### src/design/sdg_pkg.sv
// Shared types and constants for the SVPWM duty generator.
// Used by every module of the block; depends on nothing.
`default_nettype none

package sdg_pkg;

	// field widths
	localparam int VOLT_W    = 16;
	localparam int DUTY_W    = 16;
	localparam int TRIG_W    = 16;
	localparam int CFG_W     = 15;
	localparam int CFG_IDX_W = 2;
	localparam int MAG_W     = 32;
	localparam int PROD_W    = 2 * VOLT_W;
	localparam int AB_W      = PROD_W + 1;
	localparam int PH_W      = 52;
	localparam int SH_W      = 54;
	localparam int A_W       = SH_W - 16;

	// configuration register indexes and reset values
	localparam logic [CFG_IDX_W-1:0] REG_UDC = 2'd0;
	localparam logic [CFG_IDX_W-1:0] REG_LIM = 2'd1;
	localparam logic [CFG_W-1:0] UDC_RESET = 15'd6144;
	localparam logic [CFG_W-1:0] LIM_RESET = 15'd3547;

	// sqrt(3)/2 in Q0.16
	localparam logic signed [17:0] SQRT3_HALF = 18'sd56756;

	localparam logic [DUTY_W-1:0] DUTY_HALF = 16'h8000;
	localparam logic [DUTY_W-1:0] DUTY_FULL = 16'hFFFF;

	// queue between front and back
	localparam int QUEUE_DEPTH = 4;
	localparam int QPTR_W      = 2;
	localparam int QCNT_W      = 3;

	// two bits per step, eight steps per 16-bit result
	localparam logic [2:0] STEP_LAST = 3'd7;

	// one classified word in the queue
	typedef struct packed {
		logic signed [VOLT_W-1:0] d;
		logic signed [VOLT_W-1:0] q;
		logic signed [TRIG_W-1:0] sn;
		logic signed [TRIG_W-1:0] cs;
		logic                     skip;
		logic                     limit;
		logic [MAG_W-1:0]         mag2;
	} item_t;

	typedef enum logic [3:0] {
		ST_IDLE,
		ST_SQRT,
		ST_SCALE_MUL,
		ST_SCALE_DIV,
		ST_PARK_MUL,
		ST_PARK_SUM,
		ST_CLARKE,
		ST_PHASE,
		ST_EXTREME,
		ST_SHIFT,
		ST_DUTY_INIT,
		ST_DUTY_DIV,
		ST_EMIT
	} state_t;

endpackage

`default_nettype wire

### src/design/sdg_queue.sv
// Short queue of classified words between front and back end.
// Depends on sdg_pkg.
`default_nettype none

module sdg_queue (
	input  wire logic                        clk,
	input  wire logic                        arst_n,
	input  wire logic                        push,
	input  wire sdg_pkg::item_t              wr_item,
	input  wire logic                        pop,
	output logic                             rd_valid,
	output sdg_pkg::item_t                   rd_item,
	output logic [sdg_pkg::QCNT_W-1:0]       count
);

	sdg_pkg::item_t                    mem_q [sdg_pkg::QUEUE_DEPTH];
	logic [sdg_pkg::QPTR_W-1:0]        wr_ptr_q, rd_ptr_q;
	logic [sdg_pkg::QCNT_W-1:0]        count_q;

	assign rd_valid = (count_q != '0);
	assign rd_item  = mem_q[rd_ptr_q];
	assign count    = count_q;

	// pointers and fill count
	always_ff @(posedge clk or negedge arst_n) begin
		if (!arst_n) begin
			wr_ptr_q <= '0;
			rd_ptr_q <= '0;
			count_q  <= '0;
		end else begin
			if (push) wr_ptr_q <= wr_ptr_q + 1'b1;
			if (pop)  rd_ptr_q <= rd_ptr_q + 1'b1;
			count_q <= count_q + sdg_pkg::QCNT_W'(push) - sdg_pkg::QCNT_W'(pop);
		end
	end

	always_ff @(posedge clk) begin
		if (push) mem_q[wr_ptr_q] <= wr_item;
	end

endmodule

`default_nettype wire

### config.mk
export PLATFORM = sky130hd
export DESIGN_NAME = sdg_queue
export DESIGN_NICKNAME = d
export VERILOG_FILES = /design/src/design/sdg_pkg.sv /design/src/design/sdg_queue.sv
export SDC_FILE = /design/constraint.sdc
export NUM_CORES = 1
export LEC_CHECK = 0
export BUFFER_PORTS_ARGS = -buffer_cell sky130_fd_sc_hd__buf_2
export CORE_UTILIZATION = 55
export CTS_CLUSTER_DIAMETER = 40
export CTS_CLUSTER_SIZE = 28
export DETAILED_ROUTE_END_ITERATION = 10
export PLACE_DENSITY = 0.83
export SETUP_SLACK_MARGIN = 0.1
export SYNTH_ARGS = -nofsm -noshare
export SYNTH_HDL_FRONTEND = slang
export SYNTH_SLANG_ARGS = --single-unit
### constraint.sdc
create_clock -name clk -period 5.3 [get_ports clk]
set_input_delay 0.53 -clock clk [delete_from_list [all_inputs] [get_ports clk]]
set_output_delay 0.53 -clock clk [all_outputs]
set_load 0.03 [all_outputs]
Word level (Yosys, flattened, before mapping)
Memory sizes are Yosys's and may differ from the RTL's. Index checks and enable logic that the tools add are counted.

Flip-flop bits (word level): 7. RAM bits: 392. Bits of input ports: 102. Output and inout bits: 102. Word-level logic and storage cells: 11. Memories kept: 1.

Memories: mem_q (words 4, width 98, read ports 1, clocked after memory_dff 0, write ports 1, line sdg_queue.sv:16) `sdg_pkg::item_t mem_q [sdg_pkg::QUEUE_DEPTH];`.

Add/sub/neg operators: 4. Mux-type cells: 2. Reductions and logical operators: 1.

Operators by type and width (number): 2-bit by 1-bit adder with 2-bit output, second input constant (2); 3-bit by 1-bit adder with 3-bit output (1); 3-bit nonzero test (1); 3-bit by 1-bit subtractor with 3-bit output (1); 1-bit two-way mux (2).

Logic depth before layout (Yosys ltp)
Depth in word-level cells: 2. Depth in mapped cells: 7. Gate-level depth less buffers: 7.

Worst setup path before layout
No wires, ideal clock.

Path kind: reg2reg. Start: register wr_ptr_q[0] (netlist name). End: memory mem_q[0][0] (netlist name), enable pin. Setup time: 468 ps. Arrival: 2887 ps. Data required time: 4832 ps. Path slack: 1945 ps. Stages on the path, launching flop included: 4. Path buffers: 0. Clock period less this slack: 3355 ps. Cells stage by stage: dfrtp_1 inv_1 ha_1 and2_1.

RTL lines: start: declaration (line sdg_queue.sv:17) `logic [sdg_pkg::QPTR_W-1:0] wr_ptr_q, rd_ptr_q;`; start signal: assignment (line sdg_queue.sv:31) `if (push) wr_ptr_q <= wr_ptr_q + 1'b1;`; end: declaration (line sdg_queue.sv:16).

Straight into the memory's write port.

==> metrics.csv <==
stage,metric,value,unit
outcome,status,"finished, final reports clean",
setup_path,Top delay family on crit path,flip-flops,
synthesis,count of cell types in the netlist,16,
floorplanning,die width,165.1,um
global_route,initial antenna violation count,6,
placement,PortBufs,203,
placement,Post-DP HPWL,14760,um
timing,Final Hold Viols,0,
clock_network,CTS buffer count,41,
global_route,largest net degree at the start of global routing,68,
routing,DR vias/cell,5.595,
cells_and_area,synthesis-to-layout area growth,17.62,%
setup_path,Setup crit start kind,register,
setup_path,CP cell instances,"buf_4, mux4_2, buf_2",
routing,via count,6423,
floorplanning,Die Height,165.1,um
global_route,vias in the first global route,6710,
placement,GP Congestion,0.7118,
global_route,first-pass GRT wire length,37870,um
clock_network,Root Buffer Master,clkbuf_16,
global_route,aggregate global-route resource usage,19.01,%
routing,Routed wire per std cell,21.96,um
timing,max_slew headroom,30.18,%
synthesis,Seq cells post-synth,399,
synthesis,Mapped Area,14630,um^2
routing,Residual DRC,0,
setup_path,crit path DAT,2.83,ns
timing,Max Clock Freq,0.2972,GHz
cells_and_area,nets@finish,887,
clock_network,CTS tree,built,
clock_network,Worst-Skew Late Latency,0.52,ns
pwr,Peak supply drop,0.0004038,V
routing,"wirelength, routed",25210,um
timing,RSZ-0062 raised after global routing,false,
timing,final count of negative-setup-slack endpoints,0,
timing,clock period minus worst slack,3.365,ns
synthesis,Syn Inst Count,545,
routing,initial drt markers,456,
cells_and_area,most frequent cells in the layout,"392 x edfxtp_1, 203 x buf_2, 98 x mux4_2",
clock_network,Post-CTS Repair Setup Buffers,0,
cells_and_area,"most common cell after layout, fill and taps aside",edfxtp_1,
floorplanning,initial core utilization,56.13,%
setup_path,CP Buf/Inv Count,2,
timing,Final period util,63.48,%
pwr,total power per unit cell area,605.8,nW/um^2
cells_and_area,layout cell share with drive strength beyond 1,47.04,%
synthesis,number of synthesis warnings,0,
timing,Hold WS,0.2111,ns
setup_path,"Slowest-stage cell, CP",dfrtp_4,
timing,Final Skew,0.01356,ns
job,max cap viols,0,
worst_hold_path,min-delay worst type,input pin to register,
global_route,grt total ovfl,0,
routing,TritonRoute pass-1 iters,4,
setup_path,CP Class,register to output pin,
setup_path,Worst Path Max Fanout,46,
clock_network,clk buf depth,3,
timing,setup_tns,0,ns
clock_network,clock transition at the registers of the reported paths,0.07,ns
setup_path,"Req. time, crit path",4.77,ns
clock_network,Clock Sinks,399,
pwr,Pleak,0.005895,uW
timing,Slew @ Worst Pin,1.047,ns
floorplanning,die footprint,27250,um^2
routing,"antenna viol nets, final",0,
synthesis,syn_nets,654,
timing,Slew Limit Fails,0,
setup_path,CP endpoint kind,output pin,
floorplanning,core box area,26060,um^2
floorplanning,Row Count,59,
setup_path,delay of the slowest critical-path stage,1.06,ns
synthesis,syn avg cell area,26.84,um^2
floorplanning,io pins,204,
synthesis,register area share after synthesis,81.67,%
clock_network,H-tree depth,2,
-- cells in the mapped netlist --
cell type,number,share of area [%]
edfxtp_1,392,80
mux4_2,98,15
buf_12,10,1.4
buf_2,10,0.34
dfrtp_1,7,1.2
ha_1,6,0.51
inv_1,6,0.15
and2_1,4,0.17
xnor2_1,3,0.18
nand2_1,2,0.051
xor2_1,2,0.12
buf_4,1,0.051
buf_6,1,0.077
fa_1,1,0.14
o21ai_0,1,0.034
or3_1,1,0.043
-- metal layers --
metal / vias to the layer above / GRT usage, % / share of wire (%)
li1: 2827 / - / -
met1: 3321 / 25.28 / 41
met2: 231 / 30.58 / 49
met3: 38 / 6.518 / 8.6
met4: 6 / 4.337 / 1.3
met5: - / 0 / 0.15
-- area by class of cell --
| cell class | count | area [um^2] |
|---|---|---|
| Antenna cell | 3 | 7.507 |
| Clock buffer | 49 | 1099 |
| Clock inverter | 26 | 205.2 |
| Fill cell | 1620 | 8853 |
| Inverter | 6 | 22.52 |
| Multi-Input combinational cell | 118 | 2400 |
| Sequential cell | 399 | 11950 |
| Tap cell | 335 | 419.2 |
| Timing Repair Buffer | 212 | 1099 |
-- where the power goes --
group | leakage (uW) | switching [uW] | internal (uW)
clock | 0.000622 | 1180 | 1520
sequential | 0.00368 | 267 | 4130
combinational | 0.00159 | 2100 | 1220
total | 0.00590 | 3550 | 6870
-- per-stage QoR --
step	power (uW)	setup slack [ns]	util, %	std cells	area [um^2]
floorplan	7079	1.945	-	545	14630
global placement	7782	2.376	60.95	1069	15880
detailed placement	7849	2.357	60.95	1069	15880
CTS	10560	1.778	66.00	1145	17200
global route	10890	1.685	66.00	1145	17200
finish	10420	1.935	66.02	1148	17210
-- what timing repair did --
item / in CTS / in global routing
setup endpoints to repair: 0 / 0
gates resized for setup: 0 / 0
hold buffers: 1 / 0
hold endpoints to repair: 7 / 0
-- worst paths after layout --
kind	start	end	depth (start not counted)	slack, ns
setup / recovery	rd_ptr_q[0]	rd_item[13]	3	1.94
hold / removal	wr_item[93]	mem_q[0][93]	1	0.21
setup reg to reg	wr_ptr_q[0]	mem_q[2][58]	4	2.86
max in group asynchronous	arst_n	rd_ptr_q[1]	2	4.70
hold reg to reg	wr_ptr_q[0]	wr_ptr_q[0]	1	0.52
min in group asynchronous	arst_n	count[0]	2	0.39
-- flip-flops by register name, indices dropped and copies added, names as in the netlist --
register	count
count	3
mem_q	392
rd_ptr_q	2
wr_ptr_q	2
-- cell families after synthesis --
group                    count (synthesis)  share of synthesized area (%)
AO/OA/AOI/OAI                            1                        0.03418
XOR/XNOR                                 5                         0.2994
adder cells (fa/ha/maj)                  7                         0.6501
buffers and inverters                   28                          1.993
flip-flops                             399                          81.67
multiplexers                            98                          15.09
AND/OR/NAND/NOR                          7                         0.2652
(Power assumes the default switching activity.)
