==> config.mk <==
export PLATFORM = sky130hd
export DESIGN_NAME = sdg_front
export DESIGN_NICKNAME = d
export VERILOG_FILES = /design/src/design/sdg_pkg.sv /design/src/design/sdg_front.sv
export SDC_FILE = /design/constraint.sdc
export NUM_CORES = 2
export LEC_CHECK = 0
export BUFFER_PORTS_ARGS = -buffer_cell sky130_fd_sc_hd__buf_2
export CORE_ASPECT_RATIO = 1.2
export CORE_UTILIZATION = 55
export DETAILED_ROUTE_END_ITERATION = 8
export GPL_ROUTABILITY_DRIVEN = 0
export PLACE_DENSITY = 0.73
export SLEW_MARGIN = 20
export SYNTH_ARGS = -nofsm -noshare
export SYNTH_HDL_FRONTEND = slang
export SYNTH_SLANG_ARGS = --single-unit
==> constraint.sdc <==
create_clock -name clk -period 10.81 [get_ports clk]
set_input_delay 0 -clock clk [delete_from_list [all_inputs] [get_ports clk]]
set_output_delay 0 -clock clk [all_outputs]
set_load 0.1 [all_outputs]
==> src/design/sdg_pkg.sv <==
// Shared types and constants for the SVPWM duty generator.
// Used by every module of the block; depends on nothing.
`default_nettype none

package sdg_pkg;

	// field widths
	localparam int VOLT_W    = 16;
	localparam int DUTY_W    = 16;
	localparam int TRIG_W    = 16;
	localparam int CFG_W     = 15;
	localparam int CFG_IDX_W = 2;
	localparam int MAG_W     = 32;
	localparam int PROD_W    = 2 * VOLT_W;
	localparam int AB_W      = PROD_W + 1;
	localparam int PH_W      = 52;
	localparam int SH_W      = 54;
	localparam int A_W       = SH_W - 16;

	// configuration register indexes and reset values
	localparam logic [CFG_IDX_W-1:0] REG_UDC = 2'd0;
	localparam logic [CFG_IDX_W-1:0] REG_LIM = 2'd1;
	localparam logic [CFG_W-1:0] UDC_RESET = 15'd6144;
	localparam logic [CFG_W-1:0] LIM_RESET = 15'd3547;

	// sqrt(3)/2 in Q0.16
	localparam logic signed [17:0] SQRT3_HALF = 18'sd56756;

	localparam logic [DUTY_W-1:0] DUTY_HALF = 16'h8000;
	localparam logic [DUTY_W-1:0] DUTY_FULL = 16'hFFFF;

	// queue between front and back
	localparam int QUEUE_DEPTH = 4;
	localparam int QPTR_W      = 2;
	localparam int QCNT_W      = 3;

	// two bits per step, eight steps per 16-bit result
	localparam logic [2:0] STEP_LAST = 3'd7;

	// one classified word in the queue
	typedef struct packed {
		logic signed [VOLT_W-1:0] d;
		logic signed [VOLT_W-1:0] q;
		logic signed [TRIG_W-1:0] sn;
		logic signed [TRIG_W-1:0] cs;
		logic                     skip;
		logic                     limit;
		logic [MAG_W-1:0]         mag2;
	} item_t;

	typedef enum logic [3:0] {
		ST_IDLE,
		ST_SQRT,
		ST_SCALE_MUL,
		ST_SCALE_DIV,
		ST_PARK_MUL,
		ST_PARK_SUM,
		ST_CLARKE,
		ST_PHASE,
		ST_EXTREME,
		ST_SHIFT,
		ST_DUTY_INIT,
		ST_DUTY_DIV,
		ST_EMIT
	} state_t;

endpackage

`default_nettype wire

==> src/design/sdg_front.sv <==
// Front end: accepts input words, squares the dq command and classifies it
// (skip / needs limiting). Depends on sdg_pkg.
`default_nettype none

module sdg_front (
	input  wire logic                          clk,
	input  wire logic                          arst_n,
	input  wire logic                          s_tvalid,
	output logic                               s_tready,
	input  wire logic [63:0]                   s_tdata,
	input  wire logic [sdg_pkg::CFG_W-1:0]     lim,
	input  wire logic [sdg_pkg::QCNT_W-1:0]    qcount,
	output logic                               push,
	output sdg_pkg::item_t                     item
);

	logic                 v_s1_q, v_s2_q;
	logic signed [15:0]   d_s1, q_s1, sn_s1, cs_s1;
	logic [31:0]          sqd_s1, sqq_s1;
	logic [29:0]          lim2_s1;
	logic                 skip_s1;
	sdg_pkg::item_t       item_s2;
	logic [15:0]          ud, uq;
	logic                 take;
	logic [31:0]          mag2;

	// credit check: queue entries plus words in flight stay within depth
	assign s_tready = (qcount + sdg_pkg::QCNT_W'(v_s1_q) + sdg_pkg::QCNT_W'(v_s2_q))
		< sdg_pkg::QCNT_W'(sdg_pkg::QUEUE_DEPTH);
	assign take = s_tvalid & s_tready;

	assign ud = s_tdata[15] ? 16'(-s_tdata[15:0]) : s_tdata[15:0];
	assign uq = s_tdata[31] ? 16'(-s_tdata[31:16]) : s_tdata[31:16];

	always_ff @(posedge clk or negedge arst_n) begin
		if (!arst_n) begin
			v_s1_q <= 1'b0;
			v_s2_q <= 1'b0;
		end else begin
			v_s1_q <= take;
			v_s2_q <= v_s1_q;
		end
	end

	// stage 1: squares
	always_ff @(posedge clk) begin
		d_s1    <= s_tdata[15:0];
		q_s1    <= s_tdata[31:16];
		sn_s1   <= s_tdata[47:32];
		cs_s1   <= s_tdata[63:48];
		sqd_s1  <= 32'(ud) * 32'(ud);
		sqq_s1  <= 32'(uq) * 32'(uq);
		lim2_s1 <= 30'(lim) * 30'(lim);
		skip_s1 <= (lim == '0);
	end

	// stage 2: magnitude compare
	assign mag2 = sqd_s1 + sqq_s1;

	always_ff @(posedge clk) begin
		item_s2.d     <= d_s1;
		item_s2.q     <= q_s1;
		item_s2.sn    <= sn_s1;
		item_s2.cs    <= cs_s1;
		item_s2.skip  <= skip_s1;
		item_s2.mag2  <= mag2;
		item_s2.limit <= mag2 > {2'b00, lim2_s1};
	end

	assign push = v_s2_q;
	assign item = item_s2;

endmodule

`default_nettype wire

# Word-level counts from Yosys, hierarchy flattened
# Cells that the tools add are included.
# Widths: inputs -> output; s select.
# totals
reg_bits	259
inputBits	85
elab_cells	31
# op_classes
n_addsub	5
n_mul	3
n_lt_le_gt_ge	2
muxes	2
bitwise	1
reduce_logical	1
# op_table
operator	count
$mul 16x16->32	2
$add 32x32->32	1
$gt 32x30->1	1
$mux 16	2
$neg 16->16	2
$mul 15x15->30	1
$logic_not 15->1	1
$add 3x1->3	2
$lt 3x3->1 const B	1
$and 1x1->1	1

# Longest topological paths before layout
# logic_depth
ltp_word	4
depth_mapped	31
depth_no_buf	29

# Least setup slack after synthesis
# Ideal clock, no wire load.
# synth_timing
path_kind	in2reg
startpoint	input port s_tdata[0]
endpoint	register sqd_s1[26]
t_arrival_ns	6.969
t_required_ns	10.683
slack_ns	3.714
stages	28
n_path_buf	1
cell_sequence	inv_1 clkbuf_1 ha_1 nand2_1 o21ai_2 xor2_1 clkinv_1 nand2_1 inv_1 fa_1 inv_1 fa_1 fa_1 fa_1 inv_1 fa_1 inv_1 fa_1 inv_1 ha_1 o21a_1 o2111ai_1 nor4_1 nor4_1 a21oi_1 a41oi_1 o21ai_0 xor2_1
# synth_via
elab_chain_len	3
# synth_lines
item	line_no	text
start: declaration	sdg_front.sv:10	input wire logic [63:0] s_tdata,
$neg 16->16	sdg_front.sv:32	assign ud = s_tdata[15] ? 16'(-s_tdata[15:0]) : s_tdata[15:0];
$mux 16 *	sdg_front.sv:32	
$mul 16x16->32 *	sdg_front.sv:51	sqd_s1 <= 32'(ud) * 32'(ud);
end signal: assignment	sdg_front.sv:51	
end: declaration	sdg_front.sv:19	logic [31:0] sqd_s1, sqq_s1;
# Every way passes the cells marked *; elsewhere a longest branch is shown, timed or not.

# Worst setup path in the final report
# layout_timing
startpoint	input port s_tdata[16]
endpoint	register sqq_s1[29]
# layout_via
elab_chain_len	3
# layout_lines
item	line_no	text
$neg 16->16	sdg_front.sv:33	assign uq = s_tdata[31] ? 16'(-s_tdata[31:16]) : s_tdata[31:16];
$mux 16 *	sdg_front.sv:33	
$mul 16x16->32 *	sdg_front.sv:52	sqq_s1 <= 32'(uq) * 32'(uq);
end signal: assignment	sdg_front.sv:52	
end: declaration	sdg_front.sv:19	
# Marked as above.

==> results.sh <==
export IMPL_max_clock_freq_ghz=0.1189
export IMPL_ys_warn_count=0
export IMPL_cts_max_level=1
export IMPL_setup_tns_ns=0
export IMPL_multi_input_area_um2=20180
export IMPL_clockRootBuffer="clkbuf_16"
export IMPL_netlist_area_um2=27840
export IMPL_die_w_um=207.4
export IMPL_path_max_fanout=17
export IMPL_nNetsFinal=4034
export IMPL_reg2reg_from="sqd_s1[2]"
export IMPL_rows=89
export IMPL_clk_pin_slew_ns=0.06
export IMPL_cp_startpoint="s_tdata[16]"
export IMPL_numCtsBuffers=27
export IMPL_gr_usage_all_layers=0.2516
export IMPL_synth_cell_types=76
export IMPL_cts_sinks=254
export IMPL_clockBufferDepth=3
export IMPL_cts_setup_buffers=0
export IMPL_n_fill_cell=4010
export IMPL_synth_flop_cell="dfxtp_1"
export IMPL_seqCellArea_um2=5095
export IMPL_fin_skew_ns=0.01630
export IMPL_drive_above_1_share=0.08291
export IMPL_cp_required_ns=11.26
export IMPL_portBuffers=184
export IMPL_slew_headroom=0.2269
export IMPL_hpwl_mm=51.71
export IMPL_wl_per_cell_um=16.48
export IMPL_cts_repair_resized=0
export IMPL_via_count=20449
export IMPL_crit_slowest_cell="xnor2_1"
export IMPL_vias_per_cell=5.386
export IMPL_grt_overflow_total=0
export IMPL_slowest_delay_ns=0.68
export IMPL_grt_pass1_vias=22296
export IMPL_timing_critical_path_buf_inv=9
export IMPL_start_kind="input port"
export IMPL_core_um2=49550
export IMPL_drt_wl_total_mm=62.56
export IMPL_async_reset_ff_frac=0.007874
export IMPL_grt_pass1_wl_mm=105.4
export IMPL_area_delta_synth_final_pct=11.80
export IMPL_critPathTopFamily="adder cells"
export IMPL_num_antenna_cells=0
export IMPL_yosys_register_bits=254
export IMPL_worstMarginPinSlew_ns=1.151
export IMPL_setup_viol=0
export IMPL_start_util=0.5618
export IMPL_cts_tree="done"
export IMPL_syn_mean_instance_area_um2=9.666
export IMPL_max_cap_violations=0
export IMPL_synth_cells=2880
export IMPL_cts_hold_buf=70
export IMPL_drc=0
export IMPL_antenna_found_initial=0
export IMPL_synth_edf_count=0
export IMPL_clk_latency_ns=0.57
export IMPL_period_share=0.7778
export IMPL_die_y_um=248.5
export IMPL_arrival_ns=8.86
export IMPL_hp_class="in2reg"
export IMPL_die_area_um2=51520
export IMPL_status="completed"
export IMPL_final_antenna_net_count=0
export IMPL_drt_iter0_drc=1001
export IMPL_period_minus_slack_ns=8.408
export IMPL_path_class="in2reg"
export IMPL_endpoint_kind="flip-flop"
export IMPL_slew_violations=0
export IMPL_grt_start_max_net_pins=19
export IMPL_hold_viol_final=0
export IMPL_drt_pass1_iter_count=6
export IMPL_io_pins=185
export IMPL_min_from="lim[14]"
export IMPL_yosysSeqAreaShare=0.1830
export IMPL_rsz0062_at_grt="no"
synthesized netlist by cell type, types with 44 or more instances:
master / number / area share
dfxtp_1: 252 / 0.18
o21ai_0: 51 / 0.0092
nor2_1: 178 / 0.024
clkbuf_1: 44 / 0.0059
fa_1: 463 / 0.33
xnor2_1: 91 / 0.029
ha_1: 345 / 0.16
inv_1: 642 / 0.087
and2_1: 70 / 0.016
a21oi_1: 107 / 0.019
nand2_1: 217 / 0.029
a21o_1: 61 / 0.016
xor2_1: 58 / 0.018
per-stage QoR:
stage,worst slack [ns],util,cells,hold WS (ns),instance area (um^2)
floorplan,3.714,-,2900,-0.2956,27910
global placement,2.669,0.5951,3679,-0.2155,29490
detailed placement,2.552,0.5951,3679,-0.2119,29490
CTS,2.584,0.6281,3797,0.002272,31120
global route,1.988,0.6281,3797,0.01719,31120
finish,2.402,0.6281,3797,0.01761,31120
cell families (layout without fill, tap and decap cells):
kind of cell,Yosys count,after routing,synth area share
xor gates and xnor gates,150,150,0.04787
and+or+nand+nor,608,608,0.1012
DFF,254,254,0.1830
other,2,22,0.0002698
buffers and inverters,703,963,0.09497
adders and majority gates,808,808,0.4880
AOI/OAI and AO/OA,353,353,0.08395
muxes,2,2,0.0007640
sequential cells by signal, indices dropped and copies added, names as in the netlist:
signal,flops
push,1
v_s1_q,1
sn_s1,16
d_s1,15
cs_s1,16
q_s1,15
item,98
sqq_s1,31
lim2_s1,29
sqd_s1,31
skip_s1,1
metal layers:
layer,up-vias,GRT usage,wire (um)
met1,10173,0.2841,23050
met4,0,0.1224,3051
li1,9486,-,-
met5,-,0,0
met3,191,0.02425,2845
met2,599,0.4717,33620
final timing paths:
check,endpoint,slack (ns),cells past startpoint
hold reg to reg,item[86],0.31,0
setup / recovery,sqq_s1[29],2.40,29
max in group asynchronous,push,10.39,3
setup reg to reg,item[32],5.12,16
hold / removal,skip_s1,0.02,3
min in group asynchronous,v_s1_q,0.29,3
layout by cell type, fill, tap and decap left out, drive strengths merged, types with 5 or more instances in the layout:
cell type	netlist	routed
a2111oi	7	7
a211o	8	8
a211oi	13	13
a21o	61	61
a21oi	107	107
a221oi	5	5
and2	70	70
and3	10	10
and4	5	5
buf	2	188
clkbuf	44	32
clkinv	11	17
conb	2	22
dfxtp	252	252
dlygate4sd3	0	70
fa	463	463
ha	345	345
inv	646	651
nand2	218	218
nand2b	15	15
nand3	23	23
nand4	12	12
nor2	179	179
nor2b	15	15
nor3	28	28
nor4	10	10
o211ai	8	8
o21a	27	27
o21ai	55	55
o21bai	10	10
o311ai	6	6
o31ai	11	11
or2	7	7
or3	5	5
xnor2	91	91
xor2	59	59
worst min-delay path, delay by kind of cell:
family	cells	cell delay [ns]
buf+inv	1	0.27
simple gates	2	0.26
cell type report:
type,count,share of cell area
inverter,657,0.07931
clock buffer,32,0.02328
sequential,254,0.1637
multi-input combinational,1943,0.6482
tap,637,0.02561
clock inverter,16,0.006834
timing repair buffer,258,0.05306
Power is left out: the tool's default activity adds up to more than one toggle a clock period on the data nets, which glitch-free logic cannot reach.
